<file path="config.mk">
export PLATFORM = sky130hd
export DESIGN_NAME = line_splitter_with_truncation
export DESIGN_NICKNAME = d
export VERILOG_FILES = /design/src/design/lsp_pkg.sv /design/src/design/line_splitter_with_truncation.sv /design/src/design/lsp_line_ram.sv /design/src/design/lsp_out_fifo.sv
export SDC_FILE = /design/constraint.sdc
export NUM_CORES = 1
export LEC_CHECK = 0
export BUFFER_PORTS_ARGS = -buffer_cell sky130_fd_sc_hd__buf_2
export CORE_ASPECT_RATIO = 1.2
export CORE_UTILIZATION = 25
export DETAILED_ROUTE_END_ITERATION = 12
export PLACE_DENSITY = 0.38
export SLEW_MARGIN = 20
export SYNTH_ARGS = -nofsm -noshare
export SYNTH_HDL_FRONTEND = slang
export SYNTH_SLANG_ARGS = --single-unit
</file>
<file path="constraint.sdc">
create_clock -name clk -period 8.9 [get_ports clk]
set_clock_uncertainty 0.2 [all_clocks]
set_input_delay 1.78 -clock clk [delete_from_list [all_inputs] [get_ports clk]]
set_output_delay 1.78 -clock clk [all_outputs]
set_load 0.03 [all_outputs]
</file>
<file path="src/design/lsp_pkg.sv">
// Shared types and constants for the line splitter.
package lsp_pkg;

	localparam int MARKER_MAX = 8;

	// Register indexes; register i lies at byte address 8*i.
	localparam logic [1:0] CFG_SEPARATOR     = 2'd0;
	localparam logic [1:0] CFG_MARKER_BYTES  = 2'd1;
	localparam logic [1:0] CFG_MARKER_LENGTH = 2'd2;

	localparam logic [7:0]  SEPARATOR_RESET = 8'd10;

	typedef struct packed {
		logic [7:0] line_byte;
		logic       empty_line;
		logic       last;
	} beat_t;

	typedef enum logic {
		ST_IDLE,
		ST_DRAIN
	} state_t;

endpackage

</file>
<file path="src/design/line_splitter_with_truncation.sv">
// Line splitter: bytes in, completed lines out one byte per beat.
//
// Bytes other than the separator are written into a line RAM of BUFFER_BYTES entries, one
// byte per cycle. A separator ends the line: an empty line gives one beat with tuser set,
// otherwise the block stops taking input and reads the line back through the single RAM
// read port, one byte per cycle. Results leave through a two-entry queue, so output
// stalls hold the readout and, once it is done, the input. When an unfinished line fills
// the RAM, the current marker is captured into a register and the line continues after it;
// readout takes the marker positions from that register instead of the RAM.
module line_splitter_with_truncation #(
	parameter int BUFFER_BYTES = 64
) (
	input  logic        clk,
	input  logic        arst_n,
	// Input stream.
	input  logic        s_tvalid,
	output logic        s_tready,
	input  logic [7:0]  s_tdata,   // [7:0] in_byte
	// Output stream.
	output logic        m_tvalid,
	input  logic        m_tready,
	output logic [7:0]  m_tdata,   // [7:0] line_byte
	output logic        m_tlast,
	output logic        m_tuser,   // [0] empty_line
	// Configuration port.
	input  logic        psel,
	input  logic        penable,
	input  logic        pwrite,
	input  logic [4:0]  paddr,
	input  logic [63:0] pwdata,
	output logic [63:0] prdata,
	output logic        pready
);
	import lsp_pkg::*;

	localparam int AW = $clog2(BUFFER_BYTES);
	localparam int FW = $clog2(BUFFER_BYTES + 1);

	// Configuration registers.
	logic [7:0]  separator_q;
	logic [63:0] marker_bytes_q;
	logic [3:0]  marker_length_q;
	logic        cfg_wr;

	assign pready = 1'b1;
	assign cfg_wr = psel && penable && pwrite && pready;

	always_ff @(posedge clk or negedge arst_n) begin
		if (!arst_n) begin
			separator_q     <= SEPARATOR_RESET;
			marker_bytes_q  <= '0;
			marker_length_q <= '0;
		end else if (cfg_wr) begin
			case (paddr[4:3])
				CFG_SEPARATOR:     separator_q     <= pwdata[7:0];
				CFG_MARKER_BYTES:  marker_bytes_q  <= pwdata;
				CFG_MARKER_LENGTH: marker_length_q <= pwdata[3:0];
				default: ;
			endcase
		end
	end

	always_comb begin
		case (paddr[4:3])
			CFG_SEPARATOR:     prdata = {56'd0, separator_q};
			CFG_MARKER_BYTES:  prdata = marker_bytes_q;
			CFG_MARKER_LENGTH: prdata = {60'd0, marker_length_q};
			default:           prdata = '0;
		endcase
	end

	// Line state.
	state_t         state_q, state_d;
	logic [FW-1:0]  fill_q;
	logic [AW-1:0]  rd_idx_q;
	logic [63:0]    snap_q;
	logic [3:0]     snap_len_q;
	logic [3:0]     marker_len;

	// Read pipeline stage.
	logic           s1_valid_s1;
	logic           s1_empty_s1;
	logic           s1_last_s1;
	logic           s1_mark_s1;
	logic [2:0]     s1_sel_s1;

	logic           in_acc;
	logic           is_sep;
	logic           pop;
	logic [1:0]     fifo_count;
	logic           can_issue;
	logic           rd_issue;
	logic           rd_last;
	logic           ram_we;
	logic [7:0]     ram_rdata;
	beat_t          push_beat;
	beat_t          head_beat;
	logic           fifo_valid;

	assign marker_len = (marker_length_q > 4'(MARKER_MAX)) ? 4'(MARKER_MAX) : marker_length_q;

	assign pop = m_tvalid && m_tready;
	// Keep queue plus in-flight read at no more than two after this cycle.
	assign can_issue = ({1'b0, fifo_count} + {2'b0, s1_valid_s1}) <= (3'd1 + {2'b0, pop});

	assign in_acc  = s_tvalid && s_tready;
	assign is_sep  = (s_tdata == separator_q);
	assign ram_we  = in_acc && !is_sep;
	assign rd_last = (FW'(rd_idx_q) + FW'(1)) == fill_q;

	always_comb begin
		state_d  = state_q;
		s_tready = 1'b0;
		rd_issue = 1'b0;
		case (state_q)
			ST_IDLE: begin
				s_tready = can_issue;
				if (in_acc && is_sep && (fill_q != '0)) begin
					state_d = ST_DRAIN;
				end
			end
			ST_DRAIN: begin
				rd_issue = can_issue;
				if (can_issue && rd_last) begin
					state_d = ST_IDLE;
				end
			end
			default: state_d = ST_IDLE;
		endcase
	end

	always_ff @(posedge clk or negedge arst_n) begin
		if (!arst_n) begin
			state_q     <= ST_IDLE;
			fill_q      <= '0;
			rd_idx_q    <= '0;
			snap_len_q  <= '0;
			s1_valid_s1 <= 1'b0;
		end else begin
			state_q     <= state_d;
			s1_valid_s1 <= rd_issue || (in_acc && is_sep && (fill_q == '0));
			if (in_acc && is_sep) begin
				rd_idx_q <= '0;
			end else if (rd_issue) begin
				rd_idx_q <= rd_idx_q + AW'(1);
				if (rd_last) begin
					fill_q     <= '0;
					snap_len_q <= '0;
				end
			end
			if (ram_we) begin
				if (fill_q == FW'(BUFFER_BYTES - 1)) begin
					// Line overflowed: restart it from the marker.
					fill_q     <= FW'(marker_len);
					snap_len_q <= marker_len;
				end else begin
					fill_q <= fill_q + FW'(1);
				end
			end
		end
	end

	always_ff @(posedge clk) begin
		if (ram_we && (fill_q == FW'(BUFFER_BYTES - 1))) begin
			snap_q <= marker_bytes_q;
		end
		s1_empty_s1 <= !rd_issue;
		s1_last_s1  <= rd_issue ? rd_last : 1'b1;
		s1_mark_s1  <= rd_idx_q < AW'(snap_len_q);
		s1_sel_s1   <= rd_idx_q[2:0];
	end

	lsp_line_ram #(
		.DEPTH (BUFFER_BYTES),
		.AW    (AW)
	) u_ram (
		.clk   (clk),
		.we    (ram_we),
		.waddr (fill_q[AW-1:0]),
		.wdata (s_tdata),
		.re    (rd_issue),
		.raddr (rd_idx_q),
		.rdata (ram_rdata)
	);

	always_comb begin
		push_beat.empty_line = s1_empty_s1;
		push_beat.last       = s1_last_s1;
		if (s1_empty_s1) begin
			push_beat.line_byte = 8'd0;
		end else if (s1_mark_s1) begin
			push_beat.line_byte = snap_q[{s1_sel_s1, 3'b000} +: 8];
		end else begin
			push_beat.line_byte = ram_rdata;
		end
	end

	lsp_out_fifo u_out (
		.clk       (clk),
		.arst_n    (arst_n),
		.push      (s1_valid_s1),
		.push_beat (push_beat),
		.pop       (pop),
		.valid     (fifo_valid),
		.head      (head_beat),
		.count     (fifo_count)
	);

	assign m_tvalid = fifo_valid;
	assign m_tdata  = head_beat.line_byte;
	assign m_tlast  = head_beat.last;
	assign m_tuser  = head_beat.empty_line;

	// No byte is stored while a line is being read back.
	a_no_write_in_drain: assert property (@(posedge clk) disable iff (!arst_n)
		(state_q == ST_DRAIN) |-> !ram_we)
		else $error("line RAM written during readout");

	// A separator that ends a non-empty line starts the readout.
	a_sep_starts_drain: assert property (@(posedge clk) disable iff (!arst_n)
		(in_acc && is_sep && (fill_q != '0)) |=> (state_q == ST_DRAIN))
		else $error("separator did not start readout");

	// The fill level never reaches the RAM size.
	a_fill_bound: assert property (@(posedge clk) disable iff (!arst_n)
		fill_q < FW'(BUFFER_BYTES))
		else $error("fill count out of range");

	// An empty-line beat is a single zero beat.
	a_empty_beat: assert property (@(posedge clk) disable iff (!arst_n)
		(m_tvalid && m_tuser) |-> (m_tlast && (m_tdata == 8'd0)))
		else $error("malformed empty-line beat");
endmodule

</file>
<file path="src/design/lsp_line_ram.sv">
// Line store: single write port, single read port with registered read data.
module lsp_line_ram #(
	parameter int DEPTH = 64,
	parameter int AW    = 6
) (
	input  logic          clk,
	input  logic          we,
	input  logic [AW-1:0] waddr,
	input  logic [7:0]    wdata,
	input  logic          re,
	input  logic [AW-1:0] raddr,
	output logic [7:0]    rdata
);
	logic [7:0] mem [DEPTH];

	always_ff @(posedge clk) begin
		if (we) begin
			mem[waddr] <= wdata;
		end
	end

	always_ff @(posedge clk) begin
		if (re) begin
			rdata <= mem[raddr];
		end
	end
endmodule

</file>
<file path="src/design/lsp_out_fifo.sv">
// Two-entry output queue that decouples the read pipeline from the result stream.
module lsp_out_fifo (
	input  logic              clk,
	input  logic              arst_n,
	input  logic              push,
	input  lsp_pkg::beat_t    push_beat,
	input  logic              pop,
	output logic              valid,
	output lsp_pkg::beat_t    head,
	output logic [1:0]        count
);
	import lsp_pkg::*;

	beat_t      entry_q [2];
	logic       rd_ptr_q;
	logic       wr_ptr_q;
	logic [1:0] count_q;

	always_ff @(posedge clk or negedge arst_n) begin
		if (!arst_n) begin
			rd_ptr_q <= 1'b0;
			wr_ptr_q <= 1'b0;
			count_q  <= 2'd0;
		end else begin
			if (push) begin
				wr_ptr_q <= ~wr_ptr_q;
			end
			if (pop) begin
				rd_ptr_q <= ~rd_ptr_q;
			end
			count_q <= count_q + {1'b0, push} - {1'b0, pop};
		end
	end

	always_ff @(posedge clk) begin
		if (push) begin
			entry_q[wr_ptr_q] <= push_beat;
		end
	end

	assign valid = (count_q != 2'd0);
	assign head  = entry_q[rd_ptr_q];
	assign count = count_q;
endmodule
</file>
# --- After elaboration in Yosys (flattened, before gate mapping) ---
# Memories as Yosys holds them, arrays and structs flattened. A register that Yosys moved wholly into a read port is not among the register bits.
# Cells that the tools add are included.
word_totals:
  inputBits: 84
  out_inout_bits: 77
  wordCells: 87
  memories: 2
  ramBits: 532
  ff_bits: 169
op_classes:
  reduce_logical: 24
  n_addsub: 7
  bitwise_logic: 3
  eq_ne: 6
  n_mux: 25
  n_shift: 1
  magnitude_cmp: 3
mem_list:
  columns: ["memory", "depth", "width", "rd", "rd_clocked_by_memory_dff", "wr", "line", "source"]
  rows:
  - ["u_ram.mem", 64, 8, 1, 1, 1, "lsp_line_ram.sv:14", "logic [7:0] mem [DEPTH];"]
  - ["u_out.entry_q", 2, 10, 1, 0, 1, "lsp_out_fifo.sv:14", "beat_t entry_q [2];"]
op_table:
  columns: ["cell", "n"]
  rows:
  - ["64-bit case mux with 3 select lines", 1]
  - ["64-bit by 7-bit variable part select with 8-bit output", 1]
  - ["7-bit two-way mux", 5]
  - ["4-bit two-way mux", 6]
  - ["8-bit two-way mux", 2]
  - ["6-bit two-way mux", 2]
  - ["1-bit logical AND", 10]
  - ["8-bit equality test", 1]
  - ["1-bit two-way mux", 8]
  - ["2-bit nonzero test", 4]
  - ["6-bit by 1-bit adder with 7-bit output (second input constant)", 1]
  - ["7-bit by 1-bit adder with 7-bit output (second input constant)", 1]
  - ["7-bit by 6-bit equality test with 1-bit output (second input constant)", 1]
  - ["7-bit equality test", 1]
  - ["7-bit zero test", 1]
  - ["7-bit nonzero test", 1]
  - ["6-bit by 1-bit adder with 6-bit output (second input constant)", 1]
  - ["6-bit by 4-bit < comparator with 1-bit output", 1]
  - ["2-bit AND reduction", 3]
  - ["4-bit greater-than comparator (second input constant)", 1]
  - ["2-bit by 1-bit adder with 3-bit output", 1]
  - ["3-bit by 2-bit less-or-equal comparator with 1-bit output", 1]
  - ["1-bit NOT", 3]
  - ["3-bit AND reduction", 1]
  - ["other kinds (10)", 11]

# --- Longest topological paths before layout ---
depth:
  word_depth: 10
  mapped_depth: 12
  depth_no_buf: 11

# --- Cells and area by module ---
# A second synthesis with hierarchy kept.
hier_totals:
  cells_unflattened: 1519
  area_unflattened_um2: 28582.4
by_module_without_submodules:
  columns: ["module", "cells_each", "seq_area_each_um2", "instances", "area_each_um2"]
  rows:
  - ["lsp_line_ram", 940, 15615.0, 1, 20246.9]
  - ["line_splitter_with_truncation", 534, 4421.7, 1, 7384.6]
  - ["lsp_out_fifo", 45, 700.7, 1, 950.9]

# --- Least setup slack after synthesis ---
# OpenSTA, ideal clock, no wires.
synth_timing:
  path_kind: "input-to-reg"
  startpoint: "in m_tready"
  endpoint: "reg snap_q[0], enable pin"
  required_ns: 8.281
  path_buffers: 0
  setup_time_ns: 0.419
  arrival_ns: 4.584
  slack_ns: 3.697
  stages: 8
  cell_sequence: "nand2_1 > inv_1 > fa_1 > nor3b_2 > o21ai_1 > o21bai_1 > or2_2 > inv_1"
synth_via:
  elab_chain_len: 7
synth_lines:
  columns: ["element", "line", "source"]
  rows:
  - ["from (decl)", "line_splitter_with_truncation.sv:21", "input logic m_tready,"]
  - ["1-bit logical AND", "line_splitter_with_truncation.sv:102", "assign pop = m_tvalid && m_tready;"]
  - ["via pop", "line_splitter_with_truncation.sv:89", "logic pop;"]
  - ["1-bit by 1-bit adder with 2-bit output", "line_splitter_with_truncation.sv:104", "assign can_issue = ({1'b0, fifo_count} + {2'b0, s1_valid_s1}) <= (3'd1 + {2'b0, pop});"]
  - ["3-bit by 2-bit less-or-equal comparator with 1-bit output", "line_splitter_with_truncation.sv:104", null]
  - ["1-bit two-way mux", "line_splitter_with_truncation.sv:115", "case (state_q)"]
  - ["1-bit logical AND", "line_splitter_with_truncation.sv:106", "assign in_acc = s_tvalid && s_tready;"]
  - ["1-bit logical AND", "line_splitter_with_truncation.sv:108", "assign ram_we = in_acc && !is_sep;"]
  - ["1-bit logical AND", "line_splitter_with_truncation.sv:164", "if (ram_we && (fill_q == FW'(BUFFER_BYTES - 1))) begin"]
  - ["to (signal assigned)", "line_splitter_with_truncation.sv:165", "snap_q <= marker_bytes_q;"]
  - ["to (decl)", "line_splitter_with_truncation.sv:76", "logic [63:0] snap_q;"]
# The timed path passes the listed nets, and every way through them passes these cells.
# A chain may end at the register's enable or synchronous reset.

# --- Worst setup path in the final report ---
layout_timing:
  startpoint: "in paddr[3]"
  endpoint: "out prdata[47]"
layout_via:
  elab_chain_len: 2
  elab_cells_between_ends: 4
  cone_classes: "eq/ne: 2; mux: 1; reduce/logical: 1"
layout_lines:
  columns: ["element", "line", "source"]
  rows:
  - ["from (decl)", "line_splitter_with_truncation.sv:29", "input logic [4:0] paddr,"]
  - ["2-bit equality test (tied with other cells)", "line_splitter_with_truncation.sv:64", "case (paddr[4:3])"]
  - ["64-bit case mux with 3 select lines (*)", "line_splitter_with_truncation.sv:64", null]
  - ["to (decl)", "line_splitter_with_truncation.sv:31", "output logic [63:0] prdata,"]
# Mark *: on every way between the ends. The rest lies on a longest branch, timed or not.

==> impl_metrics.json <==
{
  "cp_cell_sequence": "buf_2 -> nor2b_2 -> buf_4 -> and2_1 -> buf_2",
  "fp.dieW_um": 310.8,
  "synthCells": 1544,
  "hold_viol": 0,
  "numCtsBuffers": 76,
  "fin_crit_sh": 0.6008,
  "cts_sinks": 709,
  "slowest_stage": "buf_4",
  "via_per_inst": 4.453,
  "crit_path_start_kind": "input port",
  "reg2reg_from": "u_out.count[1]",
  "final_nets": 1854,
  "worst_slack_ps": 3553,
  "ant_nets": 0,
  "yosysSeqAreaShare": 0.7251,
  "core-area_um2": 113200,
  "pwr-share-comb": 0.244,
  "p_sw_frac": 0.3114,
  "vdd_drop_max_uv": 134.6,
  "synth_area_leaders": "edfxtp_1 (63%), mux4_2 (9.8%), dfrtp_1 (8.5%), mux2_2 (3.5%), mux2i_1 (2.7%)",
  "path_buf_inv": 3,
  "postCtsSetupRepairBufs": 0,
  "internal_power_mw": 6.589,
  "placementRows": 135,
  "path_clk_slew_ps": 60,
  "setup_viol": 0,
  "drc": 0,
  "drv_slew": 0,
  "grt_start_max_net_pins": 87,
  "vias": 14792,
  "worst_skew_pair.late_latency_ps": 630,
  "routed_wl_um": 79250,
  "avgSynthCellArea_um2": 18.52,
  "gp_congestion": 0.7583,
  "rrSetupSlack_ps": 4550,
  "clockBufferDepth": 3,
  "synth.distinct_cells": 65,
  "tightest_slew_ps": 1042,
  "cts-resized-gates": 0,
  "synth_edf_count": 604,
  "dp_hpwl_um": 52280,
  "p_leak_nw": 11.31,
  "hold_class": "flop to flop",
  "die_h_um": 372.5,
  "synth_top_area_share": 0.6342,
  "synthFlopType": "edfxtp_1",
  "cap_violations": 0,
  "ys_ff_latch": 709,
  "port_buffers": 156,
  "antenna_found_initial": 4,
  "pwr-share-seq": 0.433,
  "cts_tree": "yes",
  "hold_end": "u_out.entry_q[0][0]",
  "grt-ovfl-total": 0,
  "die-area_um2": 115800,
  "synth.net_count": 1639,
  "power.density_nw_per_um2": 282.2,
  "wl_per_cell_um": 23.85,
  "cts-root-buf": "clkbuf_16",
  "hp-start": "s1_last_s1",
  "worstSetupEndpointType": "primary output",
  "slowest_delay_ps": 470,
  "drtIter0Drc": 1006,
  "initial_core_util": 0.2527,
  "first_pass_iters": 5,
  "place_ws_ps": 3207,
  "syn2layout_area_growth_pct": 18.58,
  "grt_pass1_vias": 15940,
  "status": "finished, final reports clean",
  "grtUsageTotal": 0.1375,
  "switching_power_mw": 2.980,
  "critPathKind": "input port to primary output",
  "cp_data_arrival_time_ps": 3370,
  "cpMostUsedCell": "buf_2",
  "yosysMostFrequentCell": "edfxtp_1",
  "yosysTopAreaCell": "edfxtp_1",
  "cts-hold-fix-buffers": 0,
  "h-tree-depth": 3,
  "reg2regPathDepth": 13,
  "cp_top_family": "buffers and inverters",
  "ys_warn_count": 0,
  "maxSlewHeadroom": 0.2997,
  "ios": 161,
  "timing.rr.end": "u_ram.mem[14][5]",
  "setup-tns-final_ps": 0,
  "rsz0062_at_grt": "false",
  "fmax_mhz": 187.0,
  "critPathRequiredTime_ps": 6920,
  "clock_power_share": 0.323,
  "finalCriticalPeriod_ps": 5347,
  "netlist_area_um2": 28600,
  "whs_path_depth": 0,
  "cp_max_fo": 56,
  "grt_pass1_wl_um": 115400,
  "async_flop_share": 0.1396,
  "drive_gt1_frac": 0.3264,
  "synth_commonest_cells": "edfxtp_1 (604), mux4_2 (125), dfrtp_1 (97), mux2_2 (88), mux2i_1 (77)"
}
[how the worst max path moves through the flow]
| stage | from | to | slack (ps) | cells after the start |
|---|---|---|---|---|
| final | paddr[3] | prdata[47] | 3550 | 5 |
| after floorplan | m_tready | snap_q[0] | 3700 | 8 |
| after detailed placement | m_tready | snap_q[35] | 3210 | 11 |
| after CTS | paddr[3] | prdata[47] | 3510 | 5 |
| after global routing | paddr[3] | prdata[47] | 3410 | 5 |
| after global placement | m_tready | u_ram.mem[44][1] | 2950 | 11 |
[state kept, by name, indices dropped and copies added (netlist names), 2 cells and up]
name             count
rd_idx_q             6
fill_q               7
marker_length_q      4
s1_sel_s1            3
marker_bytes_q      64
u_out.count          2
snap_q              64
separator_q          8
snap_len_q           4
u_out.entry_q       20
u_ram.mem          512
u_ram.rdata          8
[cells by family (layout without fill, tap and decap cells)]
family | after synthesis | after routing | share of synthesized area
DFF | 709 | 709 | 0.7251
muxes | 290 | 290 | 0.1600
and+or+nand+nor | 253 | 253 | 0.04773
AOI/OAI and AO/OA | 137 | 137 | 0.03308
buffers and inverters | 120 | 390 | 0.02179
xor gates and xnor gates | 23 | 23 | 0.007044
adders and majority gates | 11 | 11 | 0.005075
other | 1 | 2 | 0.0001311
[power by group through the flow]
| stage | registers, mW | logic, mW | clock network, mW |
|---|---|---|---|
| finish | 4.14 | 2.33 | 3.09 |
| CTS | 4.16 | 2.42 | 3.19 |
| floorplan | 4.00 | 1.67 | 0 |
| global placement | 4.22 | 2.38 | 0 |
| global route | 4.18 | 2.50 | 3.30 |
| detailed placement | 4.22 | 2.41 | 0 |
[cell type report]
| type | instances | area (um2) |
|---|---|---|
| tap | 1507 | 1886 |
| fill | 11187 | 79260 |
| multi-input combinational | 715 | 7410 |
| clock inverter | 34 | 294.0 |
| antenna | 1 | 2.502 |
| timing repair buffer | 238 | 1411 |
| sequential | 709 | 20750 |
| clock buffer | 99 | 2091 |
| inverter | 19 | 71.32 |
[per-layer routing]
layer / global-route usage / up-vias / share of wire
met5: 0 / - / 0.00028
met4: 0.04064 / 4 / 0.019
met3: 0.02165 / 99 / 0.040
met2: 0.2424 / 349 / 0.51
met1: 0.1734 / 7730 / 0.43
li1: - / 6610 / -
[cell usage in the layout (no fill, tap or decap), types with 39 or more instances in the layout]
master	count
edfxtp_1	604
buf_2	155
mux4_2	125
dfrtp_1	93
mux2_2	88
buf_4	82
clkbuf_16	78
mux2i_1	77
and2_1	59
nor2_1	43
nand2_1	39
[metrics by stage]
stage,cell area (um2),hold slack [ps],util,instances,power [mW]
after floorplan,28600,193.9,-,1544,5.675
after global placement,31450,261.0,0.2779,3187,6.601
after detailed placement,31530,263.3,0.2786,3188,6.631
after CTS,33910,274.0,0.2996,3321,9.766
after global routing,33910,277.7,0.2996,3321,9.987
final,33910,265.5,0.2997,3322,9.570
Note: power is estimated with default switching activity, not from simulation.
